[config.mk]
export PLATFORM = sky130hd
export DESIGN_NAME = bsc_fpu
export DESIGN_NICKNAME = d
export VERILOG_FILES = /design/src/bsc_pkg.sv /design/src/bsc_fpu.sv
export SDC_FILE = /design/constraint.sdc
export NUM_CORES = 2
export LEC_CHECK = 0
export BUFFER_PORTS_ARGS = -buffer_cell sky130_fd_sc_hd__buf_2
export CORE_MARGIN = 5
export CORE_UTILIZATION = 50
export CTS_CLUSTER_DIAMETER = 30
export DETAILED_ROUTE_END_ITERATION = 7
export PLACE_DENSITY = 0.66
export SLEW_MARGIN = 20
export SYNTH_ARGS = -nofsm -noshare
export SYNTH_HDL_FRONTEND = slang
export SYNTH_SLANG_ARGS = --single-unit
[constraint.sdc]
create_clock -name clk -period 7.1 [get_ports clk]
set_input_delay 1.42 -clock clk [delete_from_list [all_inputs] [get_ports clk]]
set_output_delay 1.42 -clock clk [all_outputs]
set_load 0.01 [all_outputs]
[src/bsc_pkg.sv]
package bsc_pkg;

	localparam int MAX_PLANES = 8;
	localparam int PW = $clog2(MAX_PLANES + 1);
	localparam int PIW = $clog2(MAX_PLANES);
	localparam int QDEPTH = 4;
	localparam int QAW = $clog2(QDEPTH);
	localparam int ODEPTH = 2;
	localparam int OAW = $clog2(ODEPTH);

	localparam logic [31:0] EPS_RESET = 32'h358637BD;
	localparam logic [31:0] FP_QNAN = 32'h7FC00000;

	localparam logic [1:0] CMD_FIRST = 2'd0;
	localparam logic [1:0] CMD_SECOND = 2'd1;
	localparam logic [1:0] CMD_TEST = 2'd2;
	localparam logic [1:0] CMD_NONE = 2'd3;

	localparam logic [1:0] CLS_INSIDE = 2'd0;
	localparam logic [1:0] CLS_OVERLAP = 2'd1;
	localparam logic [1:0] CLS_OUTSIDE = 2'd2;

	localparam logic [1:0] OP_ADD = 2'd0;
	localparam logic [1:0] OP_SUB = 2'd1;
	localparam logic [1:0] OP_MUL = 2'd2;

	typedef logic [31:0] f32_t;

	typedef struct packed {
		logic [1:0] cmd;
		f32_t [5:0] box;
	} item_t;

	typedef struct packed {
		f32_t [2:0] n;
		f32_t d;
		logic [2:0] hi;
	} plane_t;

	// intermediate float: w[49] weighs 2^(ex-127)
	typedef struct packed {
		logic sgn;
		logic signed [10:0] ex;
		logic [49:0] w;
		logic spec;
		f32_t sval;
	} fp_mid_t;

	function automatic logic fp_is_nan(f32_t a);
		return (a[30:23] == 8'hFF) && (a[22:0] != 23'd0);
	endfunction

	function automatic logic fp_is_inf(f32_t a);
		return (a[30:23] == 8'hFF) && (a[22:0] == 23'd0);
	endfunction

	function automatic logic fp_is_zero(f32_t a);
		return a[30:0] == 31'd0;
	endfunction

	function automatic logic fp_gt(f32_t a, f32_t b);
		logic [31:0] ka;
		logic [31:0] kb;
		ka = a[31] ? ~a : {1'b1, a[30:0]};
		kb = b[31] ? ~b : {1'b1, b[30:0]};
		if (fp_is_nan(a) || fp_is_nan(b) || (fp_is_zero(a) && fp_is_zero(b)))
			return 1'b0;
		return ka > kb;
	endfunction

	function automatic logic fp_eq(f32_t a, f32_t b);
		if (fp_is_nan(a) || fp_is_nan(b))
			return 1'b0;
		return (a == b) || (fp_is_zero(a) && fp_is_zero(b));
	endfunction

	function automatic logic fp_le(f32_t a, f32_t b);
		return fp_gt(b, a) || fp_eq(a, b);
	endfunction

	function automatic f32_t fp_abs(f32_t a);
		return {1'b0, a[30:0]};
	endfunction

	function automatic f32_t fp_neg(f32_t a);
		return {~a[31], a[30:0]};
	endfunction

	function automatic logic fp_disjoint(f32_t [5:0] a, f32_t [5:0] b);
		logic r;
		r = 1'b0;
		for (int k = 0; k < 3; k++)
			if (fp_gt(a[k], b[k + 3]) || fp_gt(b[k], a[k + 3]))
				r = 1'b1;
		return r;
	endfunction

	// unpack, multiply or align and add
	function automatic fp_mid_t fp_stage1(logic [1:0] op, f32_t a, f32_t b);
		fp_mid_t r;
		f32_t bb;
		f32_t l;
		f32_t s;
		logic [7:0] ea;
		logic [7:0] eb;
		logic [23:0] ma;
		logic [23:0] mb;
		logic [47:0] p;
		logic [7:0] d;
		logic [49:0] wl;
		logic [49:0] wsf;
		logic [49:0] ws;
		logic st;
		r = '0;
		if (op == OP_MUL) begin
			ea = (a[30:23] == 8'd0) ? 8'd1 : a[30:23];
			eb = (b[30:23] == 8'd0) ? 8'd1 : b[30:23];
			ma = {a[30:23] != 8'd0, a[22:0]};
			mb = {b[30:23] != 8'd0, b[22:0]};
			r.sgn = a[31] ^ b[31];
			p = ma * mb;
			r.w = {p, 2'b00};
			r.ex = $signed({3'b000, ea}) + $signed({3'b000, eb}) - 11'sd126;
			if (fp_is_nan(a) || fp_is_nan(b)) begin
				r.spec = 1'b1;
				r.sval = FP_QNAN;
			end else if (fp_is_inf(a) || fp_is_inf(b)) begin
				r.spec = 1'b1;
				r.sval = (fp_is_zero(a) || fp_is_zero(b)) ? FP_QNAN : {r.sgn, 31'h7F800000};
			end
		end else begin
			bb = (op == OP_SUB) ? fp_neg(b) : b;
			if (a[30:0] < bb[30:0]) begin
				l = bb;
				s = a;
			end else begin
				l = a;
				s = bb;
			end
			ea = (l[30:23] == 8'd0) ? 8'd1 : l[30:23];
			eb = (s[30:23] == 8'd0) ? 8'd1 : s[30:23];
			ma = {l[30:23] != 8'd0, l[22:0]};
			mb = {s[30:23] != 8'd0, s[22:0]};
			d = ea - eb;
			wl = {1'b0, ma, 25'd0};
			wsf = {1'b0, mb, 25'd0};
			if (d >= 8'd50) begin
				ws = 50'd0;
				st = mb != 24'd0;
			end else begin
				ws = wsf >> d;
				st = (wsf & ((50'd1 << d) - 50'd1)) != 50'd0;
			end
			ws[0] = ws[0] | st;
			r.w = (l[31] != s[31]) ? (wl - ws) : (wl + ws);
			r.sgn = (r.w == 50'd0) ? (l[31] & s[31]) : l[31];
			r.ex = $signed({3'b000, ea}) + 11'sd1;
			if (fp_is_nan(a) || fp_is_nan(bb)) begin
				r.spec = 1'b1;
				r.sval = FP_QNAN;
			end else if (fp_is_inf(a) && fp_is_inf(bb) && (a[31] != bb[31])) begin
				r.spec = 1'b1;
				r.sval = FP_QNAN;
			end else if (fp_is_inf(a)) begin
				r.spec = 1'b1;
				r.sval = a;
			end else if (fp_is_inf(bb)) begin
				r.spec = 1'b1;
				r.sval = bb;
			end
		end
		return r;
	endfunction

	// leading-one alignment, subnormal denormalization
	function automatic fp_mid_t fp_norm(fp_mid_t m);
		fp_mid_t r;
		logic [5:0] lz;
		logic signed [10:0] e2;
		logic signed [10:0] shn;
		logic [5:0] sh;
		logic lost;
		r = m;
		lz = 6'd0;
		for (int i = 0; i < 50; i++)
			if (m.w[i])
				lz = 6'(49 - i);
		e2 = m.ex - $signed({5'd0, lz});
		shn = 11'sd1 - m.ex;
		sh = shn[5:0];
		lost = 1'b0;
		if (!m.spec && (m.w != 50'd0)) begin
			if (e2 >= 11'sd1) begin
				r.w = m.w << lz;
				r.ex = e2;
			end else if (m.ex >= 11'sd1) begin
				r.w = m.w << 6'(m.ex - 11'sd1);
				r.ex = 11'sd1;
			end else begin
				if (shn >= 11'sd50) begin
					r.w = 50'd1;
				end else begin
					lost = (m.w & ((50'd1 << sh) - 50'd1)) != 50'd0;
					r.w = (m.w >> sh) | {49'd0, lost};
				end
				r.ex = 11'sd1;
			end
		end
		return r;
	endfunction

	// round to nearest even and pack
	function automatic f32_t fp_round(fp_mid_t m);
		logic [23:0] mant;
		logic inc;
		logic [24:0] r25;
		logic [33:0] pk;
		mant = m.w[49:26];
		inc = m.w[25] & ((m.w[24:0] != 25'd0) | mant[0]);
		r25 = {1'b0, mant} + {24'd0, inc};
		pk = (34'(m.ex - 11'sd1) << 23) + {9'd0, r25};
		if (m.spec)
			return m.sval;
		if (m.w == 50'd0)
			return {m.sgn, 31'd0};
		if (pk >= (34'd255 << 23))
			return {m.sgn, 31'h7F800000};
		return {m.sgn, pk[30:0]};
	endfunction

endpackage

[src/bsc_fpu.sv]
module bsc_fpu (
	input  logic          clk,
	input  logic          arst_n,
	input  logic          go,
	input  logic [1:0]    op,
	input  bsc_pkg::f32_t a,
	input  bsc_pkg::f32_t b,
	output logic          done,
	output bsc_pkg::f32_t res
);
	import bsc_pkg::*;

	logic v_s1, v_s2, v_s3;
	fp_mid_t m_s1, m_s2;
	f32_t r_s3;

	always_ff @(posedge clk or negedge arst_n) begin
		if (!arst_n) begin
			v_s1 <= 1'b0;
			v_s2 <= 1'b0;
			v_s3 <= 1'b0;
		end else begin
			v_s1 <= go;
			v_s2 <= v_s1;
			v_s3 <= v_s2;
		end
	end

	always_ff @(posedge clk) begin
		m_s1 <= fp_stage1(op, a, b);
		m_s2 <= fp_norm(m_s1);
		r_s3 <= fp_round(m_s2);
	end

	assign done = v_s3;
	assign res = r_s3;

endmodule

### Yosys cells after proc, flatten, opt, wreduce, memory -nomap -nowiden

Cells that the tools add are included.

| storage, ports and cells | value |
|---|---|
| memories | 0 |
| output and inout port bits | 33 |
| bits in read-only memories | 0 |
| bits in writable memories | 0 |
| bits in registers | 225 |
| bits in latches | 0 |

| cells by class | value |
|---|---|
| bitwise gates (word level) | 9 |
| order comparisons | 6 |
| mux-type cells | 89 |
| $add $sub $neg | 14 |
| reduce and logical (&&, ||, !) cells | 37 |
| equal/unequal tests | 7 |
| shift-type cells | 6 |
| divide/modulo/power cells | 0 |
| multipliers | 1 |

Operators by type and width:

| kind | number |
|---|---|
| 32-bit two-way mux | 12 |
| 6-bit two-way mux | 50 |
| 50-bit two-way mux | 5 |
| 33-bit two-way mux | 6 |
| 50-bit nonzero test | 3 |
| 61-bit two-way mux | 2 |
| 50-bit logical NOT | 2 |
| 50-bit by 6-bit left shift with 50-bit output | 2 |
| 50-bit by 1-bit subtractor with 50-bit output (second input constant) | 2 |
| 95-bit two-way mux | 1 |
| 23-bit logical NOT | 3 |
| 23-bit nonzero test | 3 |
| 31-bit logical NOT | 2 |
| 49-bit by 50-bit adder with 50-bit output | 1 |
| 49-bit by 50-bit AND with 50-bit output | 1 |
| 50-bit AND | 1 |
| 50-bit by 1-bit OR with 50-bit output | 1 |
| 1-bit by 6-bit left shift with 50-bit output (first input constant) | 1 |
| 1-bit by 8-bit left shift with 50-bit output (first input constant) | 1 |
| 49-bit by 8-bit right shift with 50-bit output | 1 |
| 50-bit by 6-bit right shift with 50-bit output | 1 |
| 49-bit by 50-bit subtractor with 50-bit output | 1 |
| 24-bit by 24-bit multiplier with 48-bit output | 1 |
| 34-bit by 25-bit adder with 34-bit output | 1 |
| other kinds (31) | 65 |

### Depth between registers and ports, before layout

| depth | value |
|---|---|
| depth after elaboration | 54 |
| mapped depth | 56 |

### Worst setup path before layout

Ideal clock, no wire load.

| path | value |
|---|---|
| kind | input -> register |
| from | input b[22] |
| to | register m_s1[94] (netlist bit) |
| data required time | 6.978 ns |
| slack | -4.277 ns |
| path buffers | 10 |
| setup time | 0.122 ns |
| arrival | 11.254 ns |
| cell stages on the path | 52 |
| cell sequence | clkbuf_1 -> inv_1 -> ha_1 -> nand4_1 -> nor2_1 -> a221o_1 -> buf_2 -> a21oi_2 -> nand2_2 -> clkbuf_1 -> clkbuf_1 -> buf_1 -> buf_1 -> clkbuf_1 -> a21oi_1 -> nand4_1 -> nor4_1 -> nor2b_1 -> [16 not listed] -> a21oi_1 -> nor2_1 -> o21ai_0 -> a21oi_1 -> o41ai_1 -> or4_1 -> a31oi_1 -> a211oi_1 -> o41ai_1 -> and2_1 -> nor3_1 -> a2bb2oi_1 -> a41oi_1 -> xnor2_1 -> nor4b_1 -> nand4_1 -> mux2i_1 -> nand3b_1 |

| between the ends | value |
|---|---|
| longest elaborated chain between the ends | 19 |
| elaborated cells between the ends (all ways) | 33 |
| classes of those cells | 4 x add/sub; 2 x order compare; 1 x eq/ne; 2 x shift; 14 x mux; 3 x bitwise; 7 x reduce/logical |

RTL lines:

| what | RTL line | source |
|---|---|---|
| from (decl) | bsc_fpu.sv:7 | `input bsc_pkg::f32_t b,` |
| 32-bit two-way mux * | bsc_pkg.sv:132 | `bb = (op == OP_SUB) ? fp_neg(b) : b;` |
| 31-bit < comparator | bsc_pkg.sv:133 | `if (a[30:0] < bb[30:0]) begin` |
| 32-bit two-way mux | bsc_pkg.sv:133 |  |
| 32-bit two-way mux | bsc_pkg.sv:115 | `if (op == OP_MUL) begin` |
| 8-bit logical NOT (on tied branches) | bsc_pkg.sv:140, bsc_pkg.sv:141 |  |
| 8-bit two-way mux (on tied branches) | bsc_pkg.sv:140, bsc_pkg.sv:141 |  |
| 8-bit subtractor | bsc_pkg.sv:144 | `d = ea - eb;` |
| 1-bit by 8-bit left shift with 50-bit output | bsc_pkg.sv:152 | `st = (wsf & ((50'd1 << d) - 50'd1)) != 50'd0;` |
| [3 not listed] | n/a |  |
| 1-bit two-way mux | bsc_pkg.sv:147 | `if (d >= 8'd50) begin` |
| 1-bit two-way mux | bsc_pkg.sv:115 |  |
| 1-bit OR | bsc_pkg.sv:154 | `ws[0] = ws[0] \| st;` |
| 49-bit by 50-bit adder with 50-bit output / 49-bit by 50-bit subtractor with 50-bit output (equally long branches) | bsc_pkg.sv:155 | `r.w = (l[31] != s[31]) ? (wl - ws) : (wl + ws);` |
| 50-bit two-way mux | bsc_pkg.sv:155 |  |
| 50-bit logical NOT | bsc_pkg.sv:156 | `r.sgn = (r.w == 50'd0) ? (l[31] & s[31]) : l[31];` |
| 1-bit two-way mux * | bsc_pkg.sv:156 |  |
| 95-bit two-way mux * | bsc_pkg.sv:115 |  |
| to (signal assigned) | bsc_fpu.sv:30 | `m_s1 <= fp_stage1(op, a, b);` |
| to (decl) | bsc_fpu.sv:14 | `fp_mid_t m_s1, m_s2;` |

Every way passes the cells marked *; elsewhere a longest branch is shown, timed or not. The select of a mux whose other input is x is not followed.
A chain may end at the register's enable or synchronous reset.

### Worst setup path after layout

| path | value |
|---|---|
| from | input a[11] |
| to | register m_s1[94] (netlist bit) |

| between the ends | value |
|---|---|
| longest elaborated chain between the ends | 18 |
| elaborated cells between the ends (all ways) | 32 |
| classes of those cells | 4 x add/sub; 2 x order compare; 1 x eq/ne; 2 x shift; 13 x mux; 3 x bitwise; 7 x reduce/logical |

RTL lines:

| what | RTL line | source |
|---|---|---|
| from (decl) | bsc_fpu.sv:6 | `input bsc_pkg::f32_t a,` |
| 31-bit < comparator | bsc_pkg.sv:133 |  |
| 32-bit two-way mux | bsc_pkg.sv:133 |  |
| 32-bit two-way mux | bsc_pkg.sv:115 |  |
| 8-bit logical NOT (on tied branches) | bsc_pkg.sv:140, bsc_pkg.sv:141 |  |
| 8-bit two-way mux (on tied branches) | bsc_pkg.sv:140, bsc_pkg.sv:141 |  |
| 8-bit subtractor | bsc_pkg.sv:144 |  |
| 1-bit by 8-bit left shift with 50-bit output | bsc_pkg.sv:152 |  |
| 50-bit by 1-bit subtractor with 50-bit output | bsc_pkg.sv:152 |  |
| [2 not listed] | n/a |  |
| 1-bit two-way mux | bsc_pkg.sv:147 |  |
| 1-bit two-way mux | bsc_pkg.sv:115 |  |
| 1-bit OR | bsc_pkg.sv:154 |  |
| 49-bit by 50-bit adder with 50-bit output / 49-bit by 50-bit subtractor with 50-bit output (equally long branches) | bsc_pkg.sv:155 |  |
| 50-bit two-way mux | bsc_pkg.sv:155 |  |
| 50-bit logical NOT | bsc_pkg.sv:156 |  |
| 1-bit two-way mux * | bsc_pkg.sv:156 |  |
| 95-bit two-way mux * | bsc_pkg.sv:115 |  |

Marks and branches as above.

==> impl_summary.txt <==
----------------------------------------------------
[Outcome]
  Status ... finished, violations left
  Violations in the final reports ... design-rule violations, negative setup slack

[Yosys]
  Mapped cell area ... 47,900 um^2
  Count of distinct cell types in the synthesized netlist ... 110
  Synthesized flop and latch total ... 224
  EDFF count, synth ... 0
  Seq/Total Area, Yosys ... 9.40%
  Mean post-synth cell area ... 7.56 um^2
  Most common flop cell mapped by yosys ... sky130_fd_sc_hd__dfxtp_1
  Synth async-reset ratio ... 1.34%
  Warning count from the yosys run ... 0
  Synth Instances ... 6,334

[Setup path]
  Kind of start point of the critical path ... input pin
  Highest-delay cell along the critical path ... sky130_fd_sc_hd__a221o_2
  Worst setup EP type ... register
  Category of the most critical setup path ... input pin to register
  Data arrival, critical path ... 9960 ps
  R2R depth ... 34
  RR Endpoint ... m_s2[77]
  Setup slack of the worst register-to-register path ... 200 ps
  Data required time at the worst endpoint ... 7570 ps
  Reg2Reg Launch Point ... m_s1[35]
  Source of the critical timing path ... a[11]
  Delay contributed by the slowest stage of the critical path ... 500 ps
  Highest net fanout along the worst path ... 5

[Hold path]
  Number of instances on the worst hold path ... 0
  Capture endpoint of the worst hold path ... m_s2[31]
  Type of the most critical hold path ... register to register
  Worst hold path startpoint ... m_s1[31]

[Timing]
  Setup slack of the critical path after layout ... -2390 ps
  Number of endpoints failing setup at the final stage ... 50
  Max-slew headroom at the worst pin ... 21.9%
  Clock skew after layout ... 50.8 ps
  Hold Vio Cnt, Final ... 0
  Fmax ... 0.105 GHz
  Unrepaired setup endpoints after global routing ... yes
  Minimum period implied by the final worst setup slack ... 9490 ps
  Transition time at the pin with the least slew margin ... 1160 ps
  Number of slew-limit violations in the final report ... 0
  Hold Worst Slack ... 323 ps
  Period utilization ... 134%

[Routing]
  # DRC ... 12
  DR vias ... 55,509
  Vias per cell ... 6.47
  Count of antenna-violating nets left after detailed routing ... 0
  WL/cell ... 28.2 um
  Total length of routed wires ... 242 mm
  First DRT Iteration DRCs ... 7,420
  Total iterations of the first detailed-routing run ... 8

[Clock network]
  Count of H-tree levels built during CTS ... 2
  CTS tree ... done
  Largest buffer count on any clock path ... 3
  Cts hold-fix bufs ... 0
  Clock transition at the registers of the reported paths ... 40 ps
  Clock root buffer ... sky130_fd_sc_hd__clkbuf_16
  Insertion delay of the later-clocked pin in the worst-skew pair ... 610 ps
  Number of clock sinks ... 224
  Number of clock buffers inserted by TritonCTS ... 46

[Floorplanning]
  Starting density of the core ... 50.4%
  Vertical extent of the die ... 319 um
  Floorplan die area ... 102,000 um^2
  Standard-cell rows ... 113
  IO Count ... 102
  Die Span X ... 319 um
  Standard cell core area ... 95,000 um^2

[GRT]
  M3 GR Usage ... 17.4%
  Via count of the first global-routing pass ... 54,661
  Gr usage total ... 44.8%
  Initial antenna violation count ... 12
  Global-route track usage on met2 ... 65.6%
  Congestion Overflow GR ... 0
  Met1 demand-to-capacity share in global routing ... 57.0%
  Global-route wire length before repair ... 349 mm
  Highest-utilization routing layer at the global route stage ... met2
  Pin count of the biggest net entering global routing ... 77

[Placement]
  Count of buffers inserted at the top-level ports ... 101
  Cell count after placement ... 8,286
  Area post-placement ... 56,700 um^2
  DPL Wire Length ... 180 mm
  Gpl congestion ... 1.09

[Layout]
  Most frequent standard cell in the layout excluding fill and tap cells ... sky130_fd_sc_hd__buf_4
  Total area of sequential cells ... 4500 um^2
  Final Instance Area ... 63,000 um^2
  Most frequent cells in the layout ... 1,100 x sky130_fd_sc_hd__buf_4, 971 x sky130_fd_sc_hd__nand2_1, 632 x sky130_fd_sc_hd__inv_1
  Net count reported at finish ... 8,140
  Non-filler cells in the finished layout ... 8,582
  Multi-input gate area ... 41,800 um^2
  Share of cells above drive strength 1 ... 27.1%
  Synthesis-to-finish area growth ... 31.6%
  Fill cell total of the finished layout ... 8,014

[Run]
  Number of max-capacitance violations reported ... 0

----------------------------------------------------
[cell type report]
class / instances / area share (%)
diodes: 10 / 0.0397
clock inverters: 31 / 0.619
repair buffers: 1346 / 17.6
multi-input cells: 4994 / 66.2
clock buffers: 55 / 1.93
flip-flops and latches: 224 / 7.15
inverters: 657 / 3.95
well taps: 1265 / 2.51
[through the flow]
stage          worst slack, ps  TNS [ps]  utilization, %
2_1_floorplan            -2740    -68430               -
3_3_place_gp             -3460   -112530            59.6
3_5_place_dp             -3580   -117050            59.6
4_1_cts                  -2110    -44430            64.8
5_1_grt                  -2710    -74430            66.3
6_report                 -2390    -63090            66.3
[sequential cells by signal, indices dropped and copies added (netlist names)]
| signal | count |
|---|---|
| v_s2 | 1 |
| v_s1 | 1 |
| m_s2 | 95 |
| res | 32 |
| done | 1 |
| m_s1 | 94 |
[timing repair]
item / CTS / global route
setup buffers: 131 / 76
pin swaps: 147 / 124
setup endpoints to repair: 52 / 82
resized for setup: 470 / 208
cloned: 12 / 5
[per-layer routing]
metal  wire length, um  up-vias  share of wire, %
met5               143        -             0.059
met2             98200     4169                41
met3             36000     1068                15
li1                  -    23612                 -
met4             18000        9               7.5
met1             89400    26651                37
[cell usage after synthesis, types with 52 or more instances]
cell type / instances / area share [%]
sky130_fd_sc_hd__nor4_1: 55 / 0.72
sky130_fd_sc_hd__xor2_1: 55 / 1.0
sky130_fd_sc_hd__a21o_1: 52 / 0.82
sky130_fd_sc_hd__nor3_1: 104 / 1.1
sky130_fd_sc_hd__nand3_1: 126 / 1.3
sky130_fd_sc_hd__fa_1: 486 / 20
sky130_fd_sc_hd__a22oi_1: 56 / 0.88
sky130_fd_sc_hd__nand2_1: 986 / 7.7
sky130_fd_sc_hd__mux4_2: 71 / 3.3
sky130_fd_sc_hd__nor2_1: 431 / 3.4
sky130_fd_sc_hd__clkbuf_1: 413 / 3.2
sky130_fd_sc_hd__mux2i_1: 231 / 4.8
sky130_fd_sc_hd__o21ai_0: 379 / 4.0
sky130_fd_sc_hd__o211ai_1: 60 / 0.94
sky130_fd_sc_hd__ha_1: 316 / 8.3
sky130_fd_sc_hd__a211oi_1: 72 / 1.1
sky130_fd_sc_hd__inv_1: 654 / 5.1
sky130_fd_sc_hd__dfxtp_1: 221 / 9.2
sky130_fd_sc_hd__and2_1: 194 / 2.5
sky130_fd_sc_hd__a21oi_1: 380 / 4.0
sky130_fd_sc_hd__xnor2_1: 94 / 1.7
[kinds of logic (layout without fill, tap and decap cells)]
group / after synthesis / after routing / synth area share [%]
flops: 224 / 224 / 9.40
buf+inv: 1139 / 2089 / 9.01
xor+xnor: 150 / 150 / 2.76
mux: 340 / 340 / 9.06
fa+ha+maj: 802 / 802 / 28.6
compound gates: 1496 / 1496 / 20.4
other cells: 1 / 32 / 0.00783
simple gates: 2182 / 2184 / 20.8
[how the worst max path moves through the flow]
stage / to / cells past startpoint / slack, ps
after floorplan: m_s1[94] / 51 / -2740
after global placement: m_s1[94] / 42 / -3460
after detailed placement: m_s1[94] / 48 / -3580
after CTS: m_s1[94] / 53 / -2110
after global routing: m_s1[82] / 53 / -2710
final: m_s1[94] / 48 / -2390
[worst max-delay path, delay by kind of cell]
kind	cells	cell delay, ps
adder cells (fa/ha/maj)	3	550
AO/OA/AOI/OAI	24	4840
AND/OR/NAND/NOR	10	1320
buffers and inverters	9	1250
multiplexers	2	550
Power is left out: the tool's default activity adds up to more than one toggle a clock period on the data nets, which glitch-free logic cannot reach.
